**config.mk**
```make
export PLATFORM = sky130hd
export DESIGN_NAME = lin_slave_frame_receiver
export DESIGN_NICKNAME = d
export VERILOG_FILES = /design/src/design/lsfr_pkg.sv /design/src/design/lsfr_front.sv /design/src/design/lsfr_cmd_fifo.sv /design/src/design/lsfr_back.sv /design/src/design/lin_slave_frame_receiver.sv
export SDC_FILE = /design/constraint.sdc
export NUM_CORES = 1
export LEC_CHECK = 0
export BUFFER_PORTS_ARGS = -buffer_cell sky130_fd_sc_hd__buf_2
export CAP_MARGIN = 20
export CORE_ASPECT_RATIO = 0.7
export CORE_MARGIN = 8
export CORE_UTILIZATION = 25
export DETAILED_ROUTE_END_ITERATION = 12
export SLEW_MARGIN = 10
export SYNTH_ARGS = -nofsm -noshare
export SYNTH_HDL_FRONTEND = slang
export SYNTH_HIERARCHICAL = 1
export SYNTH_SLANG_ARGS = --single-unit
```
**constraint.sdc**
```tcl
create_clock -name aclk -period 7 [get_ports aclk]
set_input_delay 0 -clock aclk [delete_from_list [all_inputs] [get_ports aclk]]
set_output_delay 0 -clock aclk [all_outputs]
set_load 0.01 [all_outputs]
```
**src/design/lsfr_pkg.sv**
```systemverilog
// ----------------------------------------------------------------------------
// lsfr_pkg
// Shared types, constants and checksum helpers for the LIN slave receiver.
// ----------------------------------------------------------------------------
package lsfr_pkg;

    localparam int DATA_BYTES = 8;                      // data bytes per frame
    localparam int DATA_W     = 8 * DATA_BYTES;         // packed data store width
    localparam int FRAME_W    = 64;                     // frame_data field width
    localparam int CNT_W      = $clog2(DATA_BYTES + 1); // byte counter / index
    localparam int QDEPTH     = 2;                      // command queue depth
    localparam int QPTR_W     = (QDEPTH > 1) ? $clog2(QDEPTH) : 1;
    localparam int QCNT_W     = $clog2(QDEPTH + 1);

    localparam logic [7:0] SYNC_BYTE       = 8'h55;
    localparam logic [7:0] PID_DIAG_MASTER = 8'h3C;
    localparam logic [7:0] PID_DIAG_SLAVE  = 8'h7D;
    localparam logic [7:0] CSUM_GOOD       = 8'hFF;

    localparam logic [5:0]  EXEC_ID_RST  = 6'h31;
    localparam logic [5:0]  RESP_ID_RST  = 6'h32;
    localparam logic [63:0] RESP_DAT_RST = 64'h0;

    localparam int NREGS = 3;
    typedef enum logic [1:0] {
        REG_EXEC_ID  = 2'd0,
        REG_RESP_ID  = 2'd1,
        REG_RESP_DAT = 2'd2
    } reg_index_t;

    typedef enum logic [1:0] {
        KIND_STATUS = 2'd0,
        KIND_FRAME  = 2'd1,
        KIND_TX     = 2'd2
    } out_kind_t;

    typedef enum logic [1:0] {
        ST_NONE   = 2'd0,
        ST_SYNC   = 2'd1,
        ST_PARITY = 2'd2,
        ST_CKSUM  = 2'd3
    } status_t;

    typedef enum logic [1:0] {
        CMD_STATUS   = 2'd0,
        CMD_FRAME    = 2'd1,
        CMD_RESPONSE = 2'd2
    } cmd_kind_t;

    typedef struct packed {
        cmd_kind_t          kind;
        status_t            status;
        logic [5:0]         id;
        logic [7:0]         pid;
        logic [FRAME_W-1:0] data;
    } cmd_t;

    // Add one byte with end-around carry.
    function automatic logic [7:0] csum_add(input logic [7:0] s, input logic [7:0] b);
        logic [8:0] t;
        t = {1'b0, s} + {1'b0, b};
        if (t > 9'h0FF) begin
            t = t - 9'h0FF;
        end
        return t[7:0];
    endfunction

    // Enhanced checksum starts from the PID; diagnostic PIDs use classic.
    function automatic logic [7:0] csum_seed(input logic [7:0] pid);
        logic [7:0] s;
        s = pid;
        if (pid == PID_DIAG_MASTER || pid == PID_DIAG_SLAVE) begin
            s = 8'h00;
        end
        return s;
    endfunction

endpackage

```
**src/design/lsfr_front.sv**
```systemverilog
// ----------------------------------------------------------------------------
// lsfr_front
// Receive phase machine: sync, PID, data and checksum checks; issues commands.
// ----------------------------------------------------------------------------
module lsfr_front
    import lsfr_pkg::*;
(
    input  logic       aclk,
    input  logic       aresetn,
    input  logic       accept,
    input  logic       func,
    input  logic [7:0] rx_byte,
    input  logic       framing_error,
    input  logic [5:0] exec_frame_id,
    input  logic [5:0] response_frame_id,
    output logic       cmd_push,
    output cmd_t       cmd
);

    typedef enum logic [2:0] {
        PH_WAIT = 3'd0,
        PH_SYNC = 3'd1,
        PH_PID  = 3'd2,
        PH_DATA = 3'd3,
        PH_CSUM = 3'd4
    } phase_t;

    phase_t            phase_reg, phase_next;
    logic [CNT_W-1:0]  cnt_reg, cnt_next;
    logic [5:0]        id_reg, id_next;
    logic [7:0]        sum_reg, sum_next;
    logic [DATA_W-1:0] store_reg, store_next;

    function automatic logic [7:0] pid_of(input logic [5:0] id);
        logic p0, p1;
        p0 = id[0] ^ id[1] ^ id[2] ^ id[4];
        p1 = ~(id[1] ^ id[3] ^ id[4] ^ id[5]);
        return {p1, p0, id};
    endfunction

    logic [5:0] rx_id;
    logic [8:0] csum_total;
    assign rx_id      = rx_byte[5:0];
    assign csum_total = {1'b0, sum_reg} + {1'b0, rx_byte};

    always_comb begin
        phase_next = phase_reg;
        cnt_next   = cnt_reg;
        id_next    = id_reg;
        sum_next   = sum_reg;
        store_next = store_reg;
        cmd_push   = 1'b0;
        cmd        = '{kind: CMD_STATUS, status: ST_NONE, id: 6'd0, pid: 8'd0,
                       data: '0};
        if (accept) begin
            if (!func) begin
                // break: restart the frame in any phase
                phase_next = PH_SYNC;
                cnt_next   = '0;
            end else if (!framing_error) begin
                case (phase_reg)
                    PH_SYNC: begin
                        if (rx_byte != SYNC_BYTE) begin
                            phase_next = PH_WAIT;
                            cmd_push   = 1'b1;
                            cmd.status = ST_SYNC;
                        end else begin
                            phase_next = PH_PID;
                        end
                    end
                    PH_PID: begin
                        phase_next = PH_WAIT;
                        id_next    = rx_id;
                        if (pid_of(rx_id) != rx_byte) begin
                            cmd_push   = 1'b1;
                            cmd.status = ST_PARITY;
                            cmd.id     = rx_id;
                        end else if (rx_id == exec_frame_id) begin
                            phase_next = PH_DATA;
                            cnt_next   = '0;
                            sum_next   = csum_seed(rx_byte);
                        end else if (rx_id == response_frame_id) begin
                            cmd_push = 1'b1;
                            cmd.kind = CMD_RESPONSE;
                            cmd.id   = rx_id;
                            cmd.pid  = rx_byte;
                        end
                    end
                    PH_DATA: begin
                        for (int i = 0; i < DATA_BYTES; i++) begin
                            if (cnt_reg == CNT_W'(i)) begin
                                store_next[8*i +: 8] = rx_byte;
                            end
                        end
                        sum_next = csum_add(sum_reg, rx_byte);
                        cnt_next = cnt_reg + CNT_W'(1);
                        if (cnt_reg == CNT_W'(DATA_BYTES - 1)) begin
                            phase_next = PH_CSUM;
                        end
                    end
                    PH_CSUM: begin
                        phase_next = PH_WAIT;
                        cmd_push   = 1'b1;
                        cmd.id     = id_reg;
                        if (csum_total == {1'b0, CSUM_GOOD}) begin
                            cmd.kind = CMD_FRAME;
                            cmd.data = FRAME_W'(store_reg);
                        end else begin
                            cmd.status = ST_CKSUM;
                        end
                    end
                    default: begin
                        // waiting for break; a bare sync byte also opens a frame
                        phase_next = PH_WAIT;
                        if (rx_byte == SYNC_BYTE) begin
                            phase_next = PH_PID;
                            cnt_next   = '0;
                        end
                    end
                endcase
            end
        end
    end

    always_ff @(posedge aclk) begin
        if (!aresetn) begin
            phase_reg <= PH_WAIT;
            cnt_reg   <= '0;
        end else begin
            phase_reg <= phase_next;
            cnt_reg   <= cnt_next;
        end
        id_reg    <= id_next;
        sum_reg   <= sum_next;
        store_reg <= store_next;
    end

endmodule

```
**src/design/lsfr_cmd_fifo.sv**
```systemverilog
// ----------------------------------------------------------------------------
// lsfr_cmd_fifo
// Short command queue between the receive front and the result back end.
// ----------------------------------------------------------------------------
module lsfr_cmd_fifo
    import lsfr_pkg::*;
(
    input  logic aclk,
    input  logic aresetn,
    input  logic push,
    input  cmd_t push_cmd,
    input  logic pop,
    output logic full,
    output logic not_empty,
    output cmd_t head
);

    cmd_t              entry_reg [QDEPTH];
    logic [QPTR_W-1:0] wr_ptr_reg, rd_ptr_reg;
    logic [QCNT_W-1:0] count_reg;

    function automatic logic [QPTR_W-1:0] ptr_inc(input logic [QPTR_W-1:0] p);
        logic [QPTR_W-1:0] n;
        n = p + QPTR_W'(1);
        if (p == QPTR_W'(QDEPTH - 1)) begin
            n = '0;
        end
        return n;
    endfunction

    assign full      = (count_reg == QCNT_W'(QDEPTH));
    assign not_empty = (count_reg != '0);
    assign head      = entry_reg[rd_ptr_reg];

    always_ff @(posedge aclk) begin
        if (!aresetn) begin
            wr_ptr_reg <= '0;
            rd_ptr_reg <= '0;
            count_reg  <= '0;
        end else begin
            if (push) begin
                wr_ptr_reg <= ptr_inc(wr_ptr_reg);
            end
            if (pop) begin
                rd_ptr_reg <= ptr_inc(rd_ptr_reg);
            end
            if (push && !pop) begin
                count_reg <= count_reg + QCNT_W'(1);
            end else if (pop && !push) begin
                count_reg <= count_reg - QCNT_W'(1);
            end
        end
        if (push) begin
            entry_reg[wr_ptr_reg] <= push_cmd;
        end
    end

endmodule

```
**src/design/lsfr_back.sv**
```systemverilog
// ----------------------------------------------------------------------------
// lsfr_back
// Result generator: one result per cycle into the output register while
// m_ready allows; expands a response into data bytes and inverted checksum.
// ----------------------------------------------------------------------------
module lsfr_back
    import lsfr_pkg::*;
(
    input  logic               aclk,
    input  logic               aresetn,
    input  logic               cmd_valid,
    input  cmd_t               cmd,
    output logic               cmd_pop,
    input  logic [63:0]        response_data,
    output logic               m_valid,
    input  logic               m_ready,
    output logic [1:0]         m_out_kind,
    output logic [1:0]         m_status,
    output logic [5:0]         m_frame_id,
    output logic [FRAME_W-1:0] m_frame_data,
    output logic [7:0]         m_tx_byte,
    output logic               m_last
);

    typedef enum logic {
        B_IDLE  = 1'b0,
        B_BURST = 1'b1
    } bstate_t;

    bstate_t            state_reg, state_next;
    logic [CNT_W-1:0]   idx_reg, idx_next;
    logic [7:0]         sum_reg, sum_next;
    logic [5:0]         bid_reg, bid_next;
    logic               valid_reg, valid_next;
    logic [1:0]         kind_reg, kind_next;
    logic [1:0]         status_reg, status_next;
    logic [5:0]         fid_reg, fid_next;
    logic [FRAME_W-1:0] fdata_reg, fdata_next;
    logic [7:0]         tx_reg, tx_next;
    logic               last_reg, last_next;

    logic       load;
    logic [7:0] resp_byte;

    assign load = !valid_reg || m_ready;

    always_comb begin
        resp_byte = 8'h00;
        for (int i = 0; i < DATA_BYTES; i++) begin
            if (idx_reg == CNT_W'(i)) begin
                resp_byte = response_data[8*i +: 8];
            end
        end
    end

    always_comb begin
        state_next  = state_reg;
        idx_next    = idx_reg;
        sum_next    = sum_reg;
        bid_next    = bid_reg;
        valid_next  = valid_reg;
        kind_next   = kind_reg;
        status_next = status_reg;
        fid_next    = fid_reg;
        fdata_next  = fdata_reg;
        tx_next     = tx_reg;
        last_next   = last_reg;
        cmd_pop     = 1'b0;
        if (load) begin
            valid_next  = 1'b0;
            status_next = ST_NONE;
            fdata_next  = '0;
            tx_next     = 8'h00;
            last_next   = 1'b0;
            case (state_reg)
                B_BURST: begin
                    valid_next = 1'b1;
                    kind_next  = KIND_TX;
                    fid_next   = bid_reg;
                    if (idx_reg == CNT_W'(DATA_BYTES)) begin
                        tx_next    = ~sum_reg;
                        last_next  = 1'b1;
                        state_next = B_IDLE;
                    end else begin
                        tx_next  = resp_byte;
                        sum_next = csum_add(sum_reg, resp_byte);
                        idx_next = idx_reg + CNT_W'(1);
                    end
                end
                default: begin
                    if (cmd_valid) begin
                        cmd_pop    = 1'b1;
                        valid_next = 1'b1;
                        fid_next   = cmd.id;
                        case (cmd.kind)
                            CMD_FRAME: begin
                                kind_next  = KIND_FRAME;
                                fdata_next = cmd.data;
                                last_next  = 1'b1;
                            end
                            CMD_RESPONSE: begin
                                // send byte zero now, the rest from the burst
                                kind_next  = KIND_TX;
                                tx_next    = response_data[7:0];
                                sum_next   = csum_add(csum_seed(cmd.pid), response_data[7:0]);
                                idx_next   = CNT_W'(1);
                                bid_next   = cmd.id;
                                state_next = B_BURST;
                            end
                            default: begin
                                kind_next   = KIND_STATUS;
                                status_next = cmd.status;
                                last_next   = 1'b1;
                            end
                        endcase
                    end
                end
            endcase
        end
    end

    always_ff @(posedge aclk) begin
        if (!aresetn) begin
            state_reg <= B_IDLE;
            valid_reg <= 1'b0;
        end else begin
            state_reg <= state_next;
            valid_reg <= valid_next;
        end
        idx_reg    <= idx_next;
        sum_reg    <= sum_next;
        bid_reg    <= bid_next;
        kind_reg   <= kind_next;
        status_reg <= status_next;
        fid_reg    <= fid_next;
        fdata_reg  <= fdata_next;
        tx_reg     <= tx_next;
        last_reg   <= last_next;
    end

    assign m_valid      = valid_reg;
    assign m_out_kind   = kind_reg;
    assign m_status     = status_reg;
    assign m_frame_id   = fid_reg;
    assign m_frame_data = fdata_reg;
    assign m_tx_byte    = tx_reg;
    assign m_last       = last_reg;

endmodule

```
**src/design/lin_slave_frame_receiver.sv**
```systemverilog
// ----------------------------------------------------------------------------
// lin_slave_frame_receiver
// Receive side of a LIN 2.x slave with enhanced checksum handling.
// ----------------------------------------------------------------------------
// Feed break events (s_func = 0) and UART bytes (s_func = 1) one item per
// cycle while s_ready is high; bytes flagged with a framing error are
// dropped. A break, or a bare 0x55 while waiting for a break, opens a frame.
// The block checks the sync byte and PID parity, then collects and checksums
// the data of the exec frame ID, or answers the response frame ID with eight
// configured bytes and their inverted checksum. Every input item is taken at
// once while the two-entry command queue has room; the back end writes one
// result per cycle into the output register unless m_ready holds it;
// back-to-back response requests or a low m_ready can fill the queue and
// drop s_ready. All other items cause at most one result. Each result carries
// m_last on the final result of the input item that caused it. Write the
// configuration registers (index 0 exec ID, 1 response ID, 2 response data)
// only while no results are pending; cfg_ready is always high.
// ----------------------------------------------------------------------------
module lin_slave_frame_receiver
    import lsfr_pkg::*;
(
    input  logic               aclk,
    input  logic               aresetn,
    // input items
    input  logic               s_valid,
    output logic               s_ready,
    input  logic               s_func,
    input  logic [7:0]         s_rx_byte,
    input  logic               s_framing_error,
    // result items
    output logic               m_valid,
    input  logic               m_ready,
    output logic [1:0]         m_out_kind,
    output logic [1:0]         m_status,
    output logic [5:0]         m_frame_id,
    output logic [FRAME_W-1:0] m_frame_data,
    output logic [7:0]         m_tx_byte,
    output logic               m_last,
    // configuration writes
    input  logic               cfg_valid,
    output logic               cfg_ready,
    input  logic [1:0]         cfg_index,
    input  logic [63:0]        cfg_data
);

    logic [5:0]  exec_id_reg;
    logic [5:0]  resp_id_reg;
    logic [63:0] resp_data_reg;

    logic accept;
    logic cmd_push, cmd_pop, q_full, q_not_empty;
    cmd_t push_cmd, head_cmd;

    // Configuration: always ready, indexes beyond the list are ignored.
    assign cfg_ready = 1'b1;

    always_ff @(posedge aclk) begin
        if (!aresetn) begin
            exec_id_reg   <= EXEC_ID_RST;
            resp_id_reg   <= RESP_ID_RST;
            resp_data_reg <= RESP_DAT_RST;
        end else if (cfg_valid && cfg_ready) begin
            case (cfg_index)
                REG_EXEC_ID:  exec_id_reg   <= cfg_data[5:0];
                REG_RESP_ID:  resp_id_reg   <= cfg_data[5:0];
                REG_RESP_DAT: resp_data_reg <= cfg_data;
                default: ;
            endcase
        end
    end

    // Hold input back only when the command queue is full.
    assign s_ready = !q_full;
    assign accept  = s_valid && s_ready;

    lsfr_front u_front (
        .aclk              (aclk),
        .aresetn           (aresetn),
        .accept            (accept),
        .func              (s_func),
        .rx_byte           (s_rx_byte),
        .framing_error     (s_framing_error),
        .exec_frame_id     (exec_id_reg),
        .response_frame_id (resp_id_reg),
        .cmd_push          (cmd_push),
        .cmd               (push_cmd)
    );

    lsfr_cmd_fifo u_fifo (
        .aclk      (aclk),
        .aresetn   (aresetn),
        .push      (cmd_push),
        .push_cmd  (push_cmd),
        .pop       (cmd_pop),
        .full      (q_full),
        .not_empty (q_not_empty),
        .head      (head_cmd)
    );

    lsfr_back u_back (
        .aclk          (aclk),
        .aresetn       (aresetn),
        .cmd_valid     (q_not_empty),
        .cmd           (head_cmd),
        .cmd_pop       (cmd_pop),
        .response_data (resp_data_reg),
        .m_valid       (m_valid),
        .m_ready       (m_ready),
        .m_out_kind    (m_out_kind),
        .m_status      (m_status),
        .m_frame_id    (m_frame_id),
        .m_frame_data  (m_frame_data),
        .m_tx_byte     (m_tx_byte),
        .m_last        (m_last)
    );

    // A command is only issued for an accepted input item.
    a_push_on_accept: assert property (@(posedge aclk) disable iff (!aresetn)
        cmd_push |-> accept)
        else $error("command issued without an accepted item");

    // The back end never pops an empty queue.
    a_pop_not_empty: assert property (@(posedge aclk) disable iff (!aresetn)
        cmd_pop |-> q_not_empty)
        else $error("command queue popped while empty");

    // Status and frame results always close their input item.
    a_single_last: assert property (@(posedge aclk) disable iff (!aresetn)
        (m_valid && (m_out_kind == KIND_STATUS || m_out_kind == KIND_FRAME)) |-> m_last)
        else $error("single result without last");

    // After a pop the output register holds a valid result.
    a_pop_loads: assert property (@(posedge aclk) disable iff (!aresetn)
        cmd_pop |=> m_valid)
        else $error("popped command produced no result");

endmodule
```
==> flow_summary.yaml <==
place:
  dpl.cell_count: 2669
  number_of_input_and_output_port_buffers_inserted: 165
  setup_ws_pre_cts_ns: 2.18
  globalplace.congestion: 0.886
  detailed_place_hpwl_mm: 31.5
grt:
  grt-ovfl-total: 0
  grt_max_degree: 81
  antenna_found_initial: 7
  track_usage_pct: 10.4
  grt_first_pass_wirelength_mm: 74.1
  first_global_vias: 12740
yosys:
  yosysSeqAreaShare_pct: 61.3
  synth_nets: 1650
  synth_simple_gate_area_share_pct: 13.9
  synth_top_family_by_area: "simple AND/OR/NAND/NOR gates"
  synth_cell_types: 86
  synth_compound_gate_area_share_pct: 7.00
  xor_xnor_fraction_of_synth_area_pct: 2.10
  synth_warnings: 6
  count_of_flip_flops_with_a_built_in_enable_after_synthesis: 343
  yosys.area_share.adder_pct: 3.03
  yosys_most_used_dff: "sky130_fd_sc_hd__edfxtp_1"
  async_reset_ff_share_pct: 0
  yosys-mux-area-fraction_pct: 9.74
  synth.ff_latch_count: 433
  syn_inst: 1523
  post_synth.cell_area_avg_um2: 13.0
  post_synth_instance_area_mm2: 0.0198
worst_setup_path:
  critical_path_required_ns: 7.42
  worst_reg_to_reg_cells: 19
  worstSetupStartpointType: "register"
  crit-reg2reg-capture: "u_back/sum_reg[2]$_DFFE_PP_"
  r2r-start: "u_back/idx_reg[1]$_SDFFCE_PN0P_"
  timing.critical_path.fanout_max: 29
  crit_arrival_ns: 5.41
  timing.critical_path.cells: "inv_1 -> ha_1 -> nand2_1 -> a21oi_1 -> a21oi_1 -> nor2_1 -> a211oi_1 -> a211oi_1 -> mux2_2 -> ha_1 -> inv_1 -> fa_1 -> nand2b_1 -> a211o_1 -> and2_1 -> o21ai_1 -> a41oi_4 -> or3_1 -> a31oi_1"
  cp_top_family: "compound AO/OA/AOI/OAI gates"
  path_buf_inv: 2
  timing.critical_path.to_type: "register"
  cp_slowest_stage_delay_ns: 0.68
  rrSetupSlack_ns: 2.01
  crit_type: "reg2reg"
  worst_path_max_delay_cell: "sky130_fd_sc_hd__ha_1"
timing:
  postLayoutSetupSlackWorst_ns: 2.01
  rsz0062_at_grt: "false"
  timing.final.crit_period_ns: 4.99
  final_max_slew_viol_count: 0
  finalSetupTns_ns: 0
  timing.final.crit_share_pct: 71.3
  worst_slew_pin_slew_ns: 1.11
  setup_violations: 0
  final-hold-violation-count: 0
  worst_clock_skew_ns: 0.0343
  max_clock_freq_mhz: 200
  relSlewSlack_pct: 26.2
  post_route_hold_slack_ns: 0.162
pwr:
  power_switching_mw: 1.89
  power.density_mw_per_mm2: 285
  power.leakage_nw: 9.19
  vdd_drop_max_mv: 0.180
  p_sw_share_pct: 27.8
  internal-power_mw: 4.91
  power_frac_clock_pct: 35.1
  share_comb_of_total_power_pct: 18.2
  seq_power_share_pct: 46.7
routing:
  num_vias: 12688
  routedWlPerCell_um: 17.2
  drt-initial-drc-count: 940
  vias_per_cell: 4.47
  antenna_left: 0
  remaining_drc_errors: 0
  number_of_detailed_route_iterations_in_the_first_pass: 5
  detail_route.wirelength_mm: 48.7
clock_network:
  cts_tree: "built"
  htree_num_levels: 2
  ctsLongestPathBuffers: 3
  cts-root-buf: "sky130_fd_sc_hd__clkbuf_16"
  post-cts-setup-buffer-count: 0
  worst_skew_pair.late_latency_ns: 0.59
  cts_num_sinks: 433
  cts_buffers: 47
  post_cts_resize_count: 0
  path_clk_slew_ns: 0.06
finish:
  syn_to_final_growth_pct: 20.8
  most-common-layout-cells: "sky130_fd_sc_hd__edfxtp_1 (343), sky130_fd_sc_hd__nand2_1 (187), sky130_fd_sc_hd__buf_2 (164)"
  final_util_pct: 30.4
  largest_register_ffs: 164
  final_net_count: 1873
  layout.cells.non_filler: 2840
  most_common_library_cell_in_the_layout_ignoring_fill_and_taps: "sky130_fd_sc_hd__edfxtp_1"
  layout-drive-gt1-share_pct: 21.3
worst_hold_path:
  hold-path-endpoint: "u_front/phase_reg[2]$_SDFFE_PN0P_"
  min-delay-path-class: "in2reg"
  hold_depth: 6
  hold_crit_start: "s_valid"
floorplan:
  design.portCount: 167
  fp.dieArea_mm2: 0.0884
  row_count: 86
  core-area_mm2: 0.0784
  die_width_um: 352
  initial_utilization_pct: 25.2
  die_height_um: 251
flow_run:
  timing.max_cap.violations: 0
status:
  run_status: "finished, final reports clean"
-- stage by stage --
stage / instance area, um2 / power, mW
after floorplan: 19800 / 3.98
after global placement: 21500 / 4.44
after detailed placement: 21500 / 4.46
after CTS: 23800 / 6.91
after global routing: 23900 / 7.10
final: 23900 / 6.80
-- worst max path at each step --
stage,from,slack [ns],cells past startpoint,to
5_1_grt,u_back/idx_reg[1]$_SDFFCE_PN0P_,1.70,19,u_back/sum_reg[2]$_DFFE_PP_
2_1_floorplan,u_front/phase_reg[2]$_SDFFE_PN0P_,1.27,7,u_fifo/entry_reg[0][0]$_DFFE_PP_
3_5_place_dp,u_back/idx_reg[1]$_SDFFCE_PN0P_,2.18,19,u_back/sum_reg[2]$_DFFE_PP_
4_1_cts,u_back/idx_reg[1]$_SDFFCE_PN0P_,2.14,19,u_back/sum_reg[2]$_DFFE_PP_
6_report,u_back/idx_reg[1]$_SDFFCE_PN0P_,2.01,19,u_back/sum_reg[2]$_DFFE_PP_
3_3_place_gp,u_back/idx_reg[1]$_SDFFCE_PN0P_,2.27,19,u_back/sum_reg[1]$_DFFE_PP_
-- power groups by stage --
stage,Sequential [mW],Combinational [mW],Clock [mW]
floorplan,3.27,0.713,0
global placement,3.24,1.20,0
detailed placement,3.24,1.22,0
CTS,3.19,1.26,2.46
global route,3.21,1.35,2.54
finish,3.18,1.24,2.38
-- what timing repair did --
item | in CTS | in global routing
hold endpoints to repair | 154 | 0
setup endpoints to repair | 0 | 0
hold buffers | 83 | 0
-- worst min-delay path: cells and delay by family --
family                 cells  cell delay (ns)
buffers and inverters      1             0.09
and+or+nand+nor            4             0.39
AOI/OAI and AO/OA          1             0.22
-- area by class of cell --
type                            instances  area, um2
Inverter                               22       83.8
Multi-Input combinational cell        982       7090
Timing Repair Buffer                  260       1760
Clock buffer                           69       1370
Fill cell                            7748      54600
Tap cell                             1056       1320
Sequential cell                       433      12100
Clock inverter                         17        128
Antenna cell                            1       2.50
-- logic make-up (layout without fill, tap and decap cells) --
logic type | Yosys count | after routing
simple gates | 520 | 520
flops | 433 | 433
compound gates | 190 | 190
mux | 180 | 180
buf+inv | 108 | 368
fa+ha+maj | 46 | 46
xor+xnor | 45 | 45
other cells | 1 | 2
-- synth_stat cells (19+ instances only) --
cell                       count  area (um2)
sky130_fd_sc_hd__a211oi_1     19         143
sky130_fd_sc_hd__a21oi_1      46         230
sky130_fd_sc_hd__and2_1       93         582
sky130_fd_sc_hd__and3_1       71         444
sky130_fd_sc_hd__buf_6        20         225
sky130_fd_sc_hd__clkbuf_1     46         173
sky130_fd_sc_hd__dfxtp_1      90        1800
sky130_fd_sc_hd__edfxtp_1    343       10300
sky130_fd_sc_hd__ha_1         43         538
sky130_fd_sc_hd__inv_1        22        82.6
sky130_fd_sc_hd__mux2_2       98        1100
sky130_fd_sc_hd__mux2i_1      82         821
sky130_fd_sc_hd__nand2_1     187         702
sky130_fd_sc_hd__nor2_1       53         199
sky130_fd_sc_hd__nor2b_1      20         125
sky130_fd_sc_hd__o21ai_0      32         160
sky130_fd_sc_hd__xnor2_1      30         263
-- layer usage --
metal,vias to the layer above,global-route usage (%),part of all wire (%)
met3,71,1.88,4.4
met4,4,3.19,2.3
met5,-,0,0.047
met2,259,17.7,49
met1,6313,13.5,44
li1,6041,-,-
Power figures use the tool's default switching activity.
